==> src/dwr_pkg.sv <==
package dwr_pkg;

   // Default frame memory geometry.
   localparam int COLUMNS_DEF = 240;
   localparam int ROWS_DEF    = 320;

   // Fixed field widths.
   localparam int CMD_W       = 2;
   localparam int COL_FIELD_W = 8;
   localparam int ROW_FIELD_W = 9;
   localparam int PIX_W       = 16;
   localparam int REQ_DATA_W  = 80;
   localparam int RSP_DATA_W  = 16;
   localparam int CSR_INDEX_W = 2;
   localparam int CSR_DATA_W  = 9;

   // Width for row arithmetic on the scroll mapping (holds twice the largest row count).
   localparam int DIM_W = 11;

   // Field positions inside req_tdata.
   localparam int LEFT_LSB   = 0;
   localparam int TOP_LSB    = 8;
   localparam int RIGHT_LSB  = 17;
   localparam int BOTTOM_LSB = 25;
   localparam int PIX_LSB    = 34;
   localparam int SCROLL_LSB = 50;
   localparam int RROW_LSB   = 59;
   localparam int RCOL_LSB   = 68;

   localparam logic [ROW_FIELD_W-1:0] SCROLL_AREA_RESET = 9'd320;

   typedef enum logic [CMD_W-1:0] {
      CMD_SET_WINDOW  = 2'd0,
      CMD_WRITE_PIXEL = 2'd1,
      CMD_SET_SCROLL  = 2'd2,
      CMD_READ_PIXEL  = 2'd3
   } cmd_type;

   typedef enum logic [CSR_INDEX_W-1:0] {
      REG_FILL_BY_ROW  = 2'd0,
      REG_INVERT       = 2'd1,
      REG_TOP_FIXED    = 2'd2,
      REG_SCROLL_AREA  = 2'd3
   } reg_index_type;

   typedef struct packed {
      logic capture;
      logic calc;
      logic addr;
      logic mem_write;
      logic mem_read;
      logic load_rsp;
      logic clear_step;
   } dp_cmd_type;

   typedef struct packed {
      cmd_type cmd;
      logic    clear_last;
      logic    rsp_free;
   } dp_status_type;

endpackage

==> src/dwr_ctrl.sv <==
module dwr_ctrl
   import dwr_pkg::*;
(
   input  logic          clock,
   input  logic          reset,
   input  logic          req_tvalid,
   output logic          req_tready,
   input  dp_status_type stat,
   output dp_cmd_type    cmd
);

   typedef enum logic [5:0] {
      ST_CLEAR  = 6'b000001,
      ST_IDLE   = 6'b000010,
      ST_CALC   = 6'b000100,
      ST_ADDR   = 6'b001000,
      ST_ACCESS = 6'b010000,
      ST_LOAD   = 6'b100000
   } state_type;

   state_type state_ff;
   state_type state_in;

   always_comb begin
      state_in   = state_ff;
      cmd        = '0;
      req_tready = 1'b0;
      case (state_ff)
         ST_CLEAR: begin
            cmd.clear_step = 1'b1;
            if (stat.clear_last) begin
               state_in = ST_IDLE;
            end
         end
         ST_IDLE: begin
            req_tready = 1'b1;
            if (req_tvalid) begin
               cmd.capture = 1'b1;
               state_in    = ST_CALC;
            end
         end
         ST_CALC: begin
            cmd.calc = 1'b1;
            if (stat.cmd == CMD_WRITE_PIXEL || stat.cmd == CMD_READ_PIXEL) begin
               state_in = ST_ADDR;
            end else begin
               state_in = ST_IDLE;
            end
         end
         ST_ADDR: begin
            cmd.addr = 1'b1;
            state_in = ST_ACCESS;
         end
         ST_ACCESS: begin
            if (stat.cmd == CMD_WRITE_PIXEL) begin
               cmd.mem_write = 1'b1;
               state_in      = ST_IDLE;
            end else begin
               cmd.mem_read = 1'b1;
               state_in     = ST_LOAD;
            end
         end
         ST_LOAD: begin
            // Hold here until the result register has room.
            if (stat.rsp_free) begin
               cmd.load_rsp = 1'b1;
               state_in     = ST_IDLE;
            end
         end
         default: begin
            state_in = ST_IDLE;
         end
      endcase
   end

   always_ff @(posedge clock) begin
      if (reset) begin
         state_ff <= ST_CLEAR;
      end else begin
         state_ff <= state_in;
      end
   end

endmodule

==> config.mk <==
export PLATFORM = sky130hd
export DESIGN_NAME = dwr_ctrl
export DESIGN_NICKNAME = d
export VERILOG_FILES = /design/src/dwr_pkg.sv /design/src/dwr_ctrl.sv
export SDC_FILE = /design/constraint.sdc
export NUM_CORES = 1
export LEC_CHECK = 0
export BUFFER_PORTS_ARGS = -buffer_cell sky130_fd_sc_hd__buf_2
export CAP_MARGIN = 20
export CORE_AREA = 2 2 39 41
export CTS_CLUSTER_DIAMETER = 150
export DETAILED_ROUTE_END_ITERATION = 8
export DIE_AREA = 0 0 41 43
export SYNTH_ARGS = -nofsm -noshare
export SYNTH_HDL_FRONTEND = slang
export SYNTH_SLANG_ARGS = --single-unit
export TNS_END_PERCENT = 30
==> constraint.sdc <==
create_clock -name clock -period 1.05 [get_ports clock]
set_input_delay 0.21 -clock clock [delete_from_list [all_inputs] [get_ports clock]]
set_output_delay 0.21 -clock clock [all_outputs]
set_load 0.02 [all_outputs]
==> impl_metrics.env, run 1 <==
export IMPL_status="finished, violations left"
export IMPL_violations="negative setup slack"
export IMPL_grt_antenna_before_repair=0
export IMPL_root_buffer="clkbuf_4"
export IMPL_synth_warnings=0
export IMPL_setup_ws_ps=-477
export IMPL_clk_transition_reported_paths_ps=50
export IMPL_rsz0062_at_grt="true"
export IMPL_drt_wl_total_um=1020
export IMPL_critPathKind="flop to primary output"
export IMPL_finalClockSkew_ps=6.24
export IMPL_cts_buffers=3
export IMPL_grt_pass1_vias=363
export IMPL_start_util_pct=27.1
export IMPL_rrSetupSlack_ps=-180
export IMPL_hold_viol_final=0
export IMPL_postPlaceCellArea_um2=546
export IMPL_max_slew_margin_pct=81.2
export IMPL_die_h_um=43
export IMPL_htreeDepth=1
export IMPL_drtPass1Iterations=3
export IMPL_power_frac_clock_pct=33.5
export IMPL_grt_max_degree=8
export IMPL_p_sw_mw=0.169
export IMPL_worstMarginPinSlew_ps=280
export IMPL_drtIter0Drc=8
export IMPL_clkLatencyLatePin_ps=240
export IMPL_p_sw_share_pct=27.0
export IMPL_clock_sinks=6
export IMPL_chipWidth_um=41
export IMPL_fin_area_um2=681
export IMPL_layout_common_cells="buf_4 (8), buf_2 (7), buf_6 (7)"
export IMPL_gp_congestion=0.751
export IMPL_fill_cells=140
export IMPL_stdcell_count=82
export IMPL_syn_area_um2=375
export IMPL_startpoint_type="flop"
export IMPL_core_area_um2=1380
export IMPL_top_regs="state_ff: 6 flops"
export IMPL_crit_slowest_cell="dfxtp_4"
export IMPL_intPower_mw=0.456
export IMPL_crit_arrival_ps=1320
export IMPL_avgSynthCellArea_um2=9.16
export IMPL_die_area_um2=1760
export IMPL_hold_path_class="input port to flop"
export IMPL_largest_reg_flops=6
export IMPL_antennaDiodeCount=0
export IMPL_regArea_um2=136
export IMPL_crit_fanout=5
export IMPL_worstPathRequired_ps=840
export IMPL_drive_gt1_share_pct=66.7
export IMPL_top_register="state_ff"
export IMPL_drcViolationCount=0
export IMPL_ys_seq_elements=6
export IMPL_io_pins=15
export IMPL_total_power_mw=0.625
export IMPL_seq_area_frac_synth_pct=32.0
export IMPL_grtUsageTotal_pct=13.2
export IMPL_vias=400
export IMPL_nNetsFinal=75
export IMPL_synth_cells=41
export IMPL_layout_commonest_cell="buf_4"
export IMPL_pwr_share_comb_pct=26.5
export IMPL_critPathMaxStageDelay_ps=370
export IMPL_post_place_cells=76
export IMPL_peakVddDrop_uv=592
export IMPL_period_share_pct=145
export IMPL_fin_tns_setup_ps=-4340
export IMPL_slew_violations=0
export IMPL_grt_overflow=0
export IMPL_cts_tree="done"
export IMPL_grt_pass1_wl_um=1550
export IMPL_area_growth_pct=81.3
export IMPL_post_drt_wl_per_cell_um=12.4
export IMPL_clk_path_buf_depth=2
export IMPL_pre_cts_ws_ps=-249
export IMPL_ys_types=25
export IMPL_multiInputGateArea_um2=313
export IMPL_setup_violations_final=14
export IMPL_p_leak_nw=0.315
export IMPL_hold_buffers=0
export IMPL_cp_cell_sequence="nor4_4 -> and3b_2 -> buf_6"
export IMPL_core_rowCount=14
export IMPL_seq_power_share_pct=40.0
export IMPL_via_per_inst=4.88
export IMPL_fin_crit_ps=1530
export IMPL_hpwl_um=736
export IMPL_fmax_ghz=0.655
export IMPL_antenna_left=0
export IMPL_max_cap_violations=0
export IMPL_p_per_area_nw_per_um2=918
export IMPL_synth_nets=48
export IMPL_critPathCaptureType="primary output"
export IMPL_port_buffers=14
==> routing by layer <==
layer  up-vias  part of all wire [%]  track usage, %
met4         0                     0            4.00
li1        206                     -               -
met3         0                   3.9            6.28
met2        11                    50            18.4
met1       183                    46            17.5
met5         -                     0               0
==> repair_timing <==
| item | in CTS | in global routing |
|---|---|---|
| endpoints found under the setup margin | 14 | 14 |
| pin swaps | 6 | 8 |
| buffers inserted | 2 | 1 |
| resized for setup | 8 | 18 |
==> synthesized netlist by cell type (all sizes together) <==
library cell | number | area share (%)
a21o | 1 | 2.0
nand3 | 3 | 4.0
nor4 | 2 | 5.0
inv | 4 | 4.0
nand4bb | 1 | 3.0
and2b | 1 | 2.3
a21boi | 1 | 2.0
nor2b | 2 | 3.3
nand2b | 1 | 1.7
xor2 | 1 | 2.3
dfxtp | 6 | 32
a221o | 1 | 2.7
and3b | 2 | 4.7
nor4b | 2 | 8.0
and4b | 1 | 2.7
a21oi | 1 | 1.3
nor3b | 3 | 6.0
a311oi | 1 | 2.3
and3 | 1 | 1.7
o21a | 1 | 2.0
and2 | 2 | 3.7
nor2 | 2 | 2.0
nor3 | 1 | 1.3
==> through the flow <==
step | hold WS, ps | util [%]
6_report | 213 | 49.2
5_1_grt | 223 | 49.2
4_1_cts | 205 | 43.9
3_5_place_dp | 467 | 39.4
3_3_place_gp | 464 | 39.4
2_1_floorplan | 272 | -
==> critical path, delay by kind of cell, from the launching register on <==
kind / cells / cell delay [ps]
simple gates: 2 / 590
buf+inv: 1 / 110
flops: 1 / 370
==> layout make-up <==
class,count,area share [%]
Multi-Input combinational cell,31,46.0
Timing Repair Buffer,22,25.6
Sequential cell,6,20.0
Clock buffer,3,3.31
Tap cell,16,2.94
Inverter,4,2.21
==> power groups by stage <==
stage | clock network (mW) | logic [mW] | registers (mW)
floorplan | 0 | 0.0734 | 0.258
global placement | 0 | 0.128 | 0.259
detailed placement | 0 | 0.131 | 0.259
CTS | 0.218 | 0.148 | 0.252
global route | 0.241 | 0.178 | 0.251
finish | 0.210 | 0.165 | 0.250
==> cells by family after synthesis <==
kind of cell,Yosys count,share of synthesized area [%]
AND/OR/NAND/NOR,24,49.3
AO/OA/AOI/OAI,6,12.3
flip-flops,6,32.0
buffers and inverters,4,4.00
XOR/XNOR,1,2.33
==> path summary, 6_finish.rpt <==
path,start,end,cells past startpoint
worst min register to register,state_ff[5],state_ff[3],3
worst max-delay path,state_ff[1],cmd[4],3
worst min-delay path,reset,state_ff[5],2
worst max register to register,state_ff[4],state_ff[1],4
Note: power is estimated with default switching activity, not from simulation.
==> run 2: changes to the inputs <==
--- a/config.mk
+++ b/config.mk
@@ -11,6 +11,7 @@
 export CTS_CLUSTER_DIAMETER = 150
 export DETAILED_ROUTE_END_ITERATION = 8
 export DIE_AREA = 0 0 41 43
+export GPL_TIMING_DRIVEN = 0
 export SYNTH_ARGS = -nofsm -noshare
 export SYNTH_HDL_FRONTEND = slang
 export SYNTH_SLANG_ARGS = --single-unit
==> constraint.sdc (replaced) <==
create_clock -name clock -period 1.05 [get_ports clock]
set_input_delay 0.21 -clock clock [delete_from_list [all_inputs] [get_ports clock]]
set_output_delay 0.21 -clock clock [all_outputs]
set_load 0.01 [all_outputs]
==> run 2 against run 1 <==
  * Cell area fell by 10%
  * Power decreased by 5.2%
  * Sequential power is 2% higher
  * Final cell count down 3.7%
  * Global-route usage fell by 1.7 points
  * Setup slack gained 20 ps
  * The run still ends with negative setup slack left
  * Critical path type unchanged
  * Worst hold slack gained 4.7 ps
  * Critical path depth is the same
  * Clock-buffer cell count did not move
==> impl_metrics.env, run 2 (synthesized netlist as in run 1, its figures left out) <==
export IMPL_status="finished, violations left"
export IMPL_violations="negative setup slack"
export IMPL_vias=379
export IMPL_antenna_left=0
export IMPL_max_slew_margin_pct=81.1
export IMPL_crit_arrival_ps=1300
export IMPL_slew_violations=0
export IMPL_port_buffers=14
export IMPL_clock_sinks=6
export IMPL_clk_transition_reported_paths_ps=40
export IMPL_stdcell_count=79
export IMPL_critPathMaxStageDelay_ps=370
export IMPL_setup_violations_final=14
export IMPL_core_area_um2=1380
export IMPL_io_pins=15
export IMPL_fin_area_um2=611
export IMPL_grtUsageTotal_pct=11.5
export IMPL_p_per_area_nw_per_um2=970
export IMPL_peakVddDrop_uv=671
export IMPL_worstPathRequired_ps=840
export IMPL_cp_num_buf_inv=1
export IMPL_via_per_inst=4.80
export IMPL_min_to="state_ff[5]"
export IMPL_area_growth_pct=62.7
export IMPL_grt_antenna_before_repair=0
export IMPL_drcViolationCount=0
export IMPL_crit_family="simple AND/OR/NAND/NOR gates"
export IMPL_gp_congestion=0.766
export IMPL_fmax_ghz=0.664
export IMPL_cts_buffers=3
export IMPL_clk_path_buf_depth=2
export IMPL_finalClockSkew_ps=4.68
export IMPL_start_util_pct=27.1
export IMPL_die_h_um=43
export IMPL_hold_path_class="input port to flop"
export IMPL_holdCritStartpoint="reset"
export IMPL_antennaDiodeCount=0
export IMPL_p_leak_nw=0.295
export IMPL_fin_crit_ps=1510
export IMPL_top_regs="state_ff: 6 flops"
export IMPL_cts_tree="done"
export IMPL_crit_slowest_cell="dfxtp_4"
export IMPL_r2r_end="state_ff[1]"
export IMPL_layout_common_cells="buf_2 (13), buf_4 (5), inv_1 (4)"
export IMPL_nNetsFinal=72
export IMPL_htreeDepth=1
export IMPL_period_share_pct=143
export IMPL_max_cap_violations=0
export IMPL_hpwl_um=634
export IMPL_grt_overflow=0
export IMPL_hold_viol_final=0
export IMPL_wl_met1_um=417
export IMPL_pre_cts_ws_ps=-227
export IMPL_met2WireLength_um=416
export IMPL_dr_wl_met3_um=56
export IMPL_rsz0062_at_grt="true"
export IMPL_setup_ws_ps=-457
export IMPL_critPathCaptureType="primary output"
export IMPL_whs_ps=218
export IMPL_drtIter0Drc=4
export IMPL_cp_cell_sequence="nor4_4 -> and3b_2 -> buf_2"
export IMPL_drtPass1Iterations=2
export IMPL_chipWidth_um=41
export IMPL_critPathKind="flop to primary output"
export IMPL_drive_gt1_share_pct=60.3
export IMPL_fill_cells=151
export IMPL_top_register="state_ff"
export IMPL_root_buffer="clkbuf_4"
export IMPL_ff2ff_path_depth=4
export IMPL_total_power_mw=0.593
export IMPL_top_layer="met3"
export IMPL_post_place_cells=71
export IMPL_postPlaceCellArea_um2=510
export IMPL_grt_max_degree=8
export IMPL_fin_tns_setup_ps=-4090
export IMPL_die_area_um2=1760
export IMPL_crit_fanout=5
export IMPL_drt_wl_total_um=889
export IMPL_worstMarginPinSlew_ps=281
export IMPL_hold_depth=2
export IMPL_rrSetupSlack_ps=-190
export IMPL_grt_pass1_wl_um=1360
export IMPL_finish_utilization_pct=44.1
export IMPL_layout_commonest_cell="buf_2"
export IMPL_grt_pass1_vias=332
export IMPL_clkLatencyLatePin_ps=240
export IMPL_reg2reg_from="state_ff[4]"
export IMPL_largest_reg_flops=6
export IMPL_core_rowCount=14
export IMPL_startpoint_type="flop"
export IMPL_post_drt_wl_per_cell_um=11.3
run 2: final cells by class:
cell class / instances / area [µm²] / share of cell area, %
clock buffers: 3 / 22.5 / 3.69
inverters: 4 / 15.0 / 2.46
multi-input cells: 31 / 305 / 50.0
flip-flops and latches: 6 / 134 / 21.9
well taps: 16 / 20.0 / 3.28
repair buffers: 19 / 114 / 18.6
run 2: worst max path at each step:
stage | startpoint | endpoint | slack, ps | cells after the start
finish | state_ff[1] | cmd[4] | -460 | 3
global route | state_ff[5] | cmd[2] | -530 | 4
CTS | state_ff[4] | cmd[6] | -450 | 3
detailed placement | state_ff[4] | cmd[0] | -230 | 3
global placement | state_ff[3] | cmd[6] | -220 | 3
floorplan | state_ff[4] | cmd[1] | -80 | 2
run 2: layer usage:
| layer | vias to the layer above | GRT usage (%) |
|---|---|---|
| met2 | 12 | 15.0 |
| li1 | 197 | - |
| met3 | 0 | 7.85 |
| met4 | 0 | 2.00 |
| met1 | 170 | 15.5 |
| met5 | - | 0 |
run 2: power by group:
part | leakage (nW) | internal (mW) | switching, mW
clock | 0.0138 | 0.129 | 0.0753
combinational | 0.229 | 0.0818 | 0.0527
sequential | 0.0522 | 0.233 | 0.0207
total | 0.295 | 0.444 | 0.149
run 2: what timing repair did:
action	4_1_cts	5_1_grt
pin swaps	8	2
gates resized for setup	5	3
buffers inserted	4	1
hold buffers	0	0
endpoints found under the setup margin	14	14
gates cloned	0	0
==> run 3: changes to the inputs <==
--- a/config.mk
+++ b/config.mk
@@ -8,7 +8,7 @@
 export BUFFER_PORTS_ARGS = -buffer_cell sky130_fd_sc_hd__buf_2
 export CAP_MARGIN = 20
 export CORE_AREA = 2 2 39 41
-export CTS_CLUSTER_DIAMETER = 150
+export CTS_CLUSTER_DIAMETER = 120
 export DETAILED_ROUTE_END_ITERATION = 8
 export DIE_AREA = 0 0 41 43
 export GPL_TIMING_DRIVEN = 0
==> constraint.sdc (replaced) <==
create_clock -name clock -period 1.6 [get_ports clock]
set_input_delay 0.32 -clock clock [delete_from_list [all_inputs] [get_ports clock]]
set_output_delay 0.32 -clock clock [all_outputs]
set_load 0.01 [all_outputs]
==> run 3 against run 2 <==
  * The flow still finishes with violations (negative setup slack)
  * Sequential cell count unchanged
  * Die area unchanged
  * Critical endpoint is now cmd[0]
  * Final cell count is 5.1% lower
  * Power decreased by 35%
  * Highest routed layer is now met4
  * Via count down 1.6%
  * Routed wire length increased by 3.8%
  * Largest cell class unchanged
==> impl_metrics.env, run 3 (synthesized netlist as in run 1, its figures left out) <==
export IMPL_core_area_um2=1380
export IMPL_max_slew_margin_pct=80.5
export IMPL_worstSetupStartpoint="state_ff[1]"
export IMPL_cts_buffers=3
export IMPL_layout_common_cells="buf_2 (14), inv_1 (4), nor3b_1 (3), clkbuf_4 (3), dfxtp_2 (3)"
export IMPL_drt_wl_total_um=923
export IMPL_nNetsFinal=68
export IMPL_startpoint_type="flop"
export IMPL_grt_max_degree=8
export IMPL_chipWidth_um=41
export IMPL_post_drt_wl_per_cell_um=12.3
export IMPL_grt_pass1_wl_um=1410
export IMPL_worstPathRequired_ps=1280
export IMPL_cts_tree="done"
export IMPL_root_buffer="clkbuf_4"
export IMPL_start_util_pct=27.1
export IMPL_clock_sinks=6
export IMPL_critPathCaptureType="primary output"
export IMPL_hold_viol_final=0
export IMPL_worstMarginPinSlew_ps=290
export IMPL_via_per_inst=4.97
export IMPL_crit_end="cmd[0]"
export IMPL_die_area_um2=1760
export IMPL_clk_path_buf_depth=2
export IMPL_fin_crit_ps=1620
export IMPL_gp_congestion=0.748
export IMPL_status="finished, violations left"
export IMPL_reg2reg_from="state_ff[5]"
export IMPL_r2r_end="state_ff[1]"
export IMPL_clkLatencyLatePin_ps=250
export IMPL_hold_path_class="input port to flop"
export IMPL_crit_arrival_ps=1300
export IMPL_period_share_pct=102
export IMPL_hpwl_um=639
export IMPL_drive_gt1_share_pct=50.8
export IMPL_crit_slowest_cell="dfxtp_4"
export IMPL_grt_pass1_vias=344
export IMPL_area_growth_pct=47.3
export IMPL_p_per_area_nw_per_um2=692
export IMPL_violations="negative setup slack"
export IMPL_grt_antenna_before_repair=0
export IMPL_die_h_um=43
export IMPL_slew_violations=0
export IMPL_hold_buffers=0
export IMPL_p_leak_nw=0.271
export IMPL_rrSetupSlack_ps=340
export IMPL_antenna_left=0
export IMPL_vias=373
export IMPL_critPathMaxStageDelay_ps=370
export IMPL_largest_reg_flops=6
export IMPL_htreeDepth=1
export IMPL_fmax_ghz=0.616
export IMPL_critPathKind="flop to primary output"
export IMPL_finalClockSkew_ps=8.99
export IMPL_setup_violations_final=4
export IMPL_io_pins=15
export IMPL_finish_utilization_pct=40.0
export IMPL_top_register="state_ff"
export IMPL_clk_transition_reported_paths_ps=50
export IMPL_crit_fanout=5
export IMPL_port_buffers=14
export IMPL_drcViolationCount=0
export IMPL_grtUsageTotal_pct=11.9
export IMPL_layout_commonest_cell="buf_2"
export IMPL_grt_overflow=0
export IMPL_core_rowCount=14
export IMPL_total_power_mw=0.383
export IMPL_drtIter0Drc=3
export IMPL_antennaDiodeCount=0
export IMPL_peakVddDrop_uv=199
export IMPL_setup_ws_ps=-24.4
export IMPL_drtPass1Iterations=3
export IMPL_cp_cell_sequence="nor4_4 -> and3b_1 -> buf_2"
export IMPL_top_regs="state_ff: 6 flops"
export IMPL_ff2ff_path_depth=4
export IMPL_max_cap_violations=0
export IMPL_rsz0062_at_grt="true"
run 3: cell type report:
| cell class | count | area (µm²) |
|---|---|---|
| repair buffers | 15 | 77.6 |
| flip-flops and latches | 6 | 131 |
| multi-input cells | 31 | 287 |
| well taps | 16 | 20.0 |
| inverters | 4 | 15.0 |
| fillers | 147 | 831 |
| clock buffers | 3 | 22.5 |
run 3: metal layers:
layer,GRT usage [%],share of wire (%),vias to the layer above
li1,-,-,188
met1,14.7,40,169
met2,18.1,51,14
met3,4.71,7.7,2
met4,4.00,1.5,0
met5,0,0,-
run 3: stage by stage:
| stage | std cells | hold WS [ps] | setup WS (ps) | area (µm²) | TNS [ps] |
|---|---|---|---|---|---|
| after floorplan | 41 | 389 | 325 | 375 | 0 |
| after global placement | 71 | 576 | 140 | 465 | 0 |
| after detailed placement | 71 | 585 | 107 | 465 | 0 |
| after CTS | 75 | 304 | -16.9 | 546 | -46.9 |
| after global routing | 75 | 339 | -96.0 | 553 | -467 |
| final | 75 | 310 | -24.4 | 553 | -79.1 |
run 3: how the worst min path moves through the flow:
stage | end | cells after the start | from | slack [ps]
2_1_floorplan | state_ff[5] | 1 | reset | 390
3_3_place_gp | state_ff[5] | 2 | reset | 580
5_1_grt | state_ff[5] | 2 | reset | 340
4_1_cts | state_ff[4] | 2 | reset | 300
6_report | state_ff[4] | 2 | reset | 310
3_5_place_dp | state_ff[5] | 2 | state_ff[5] | 580
run 3: power breakdown:
| group | internal [mW] | leakage, nW | switching [mW] |
|---|---|---|---|
| clock | 0.0852 | 0.0138 | 0.0604 |
| combinational | 0.0391 | 0.205 | 0.0301 |
| sequential | 0.155 | 0.0519 | 0.0135 |
| total | 0.279 | 0.271 | 0.104 |
run 3: timing repair:
| item | CTS | global route |
|---|---|---|
| buffers inserted | 1 | 0 |
| pin swaps | 4 | 2 |
| setup endpoints to repair | 8 | 8 |
| resized for setup | 11 | 2 |
| cloned | 0 | 0 |
run 3: critical path: cells and delay by family (launching register included):
kind,cells,cell delay [ps]
buffers and inverters,1,130
DFF,1,370
and+or+nand+nor,2,560
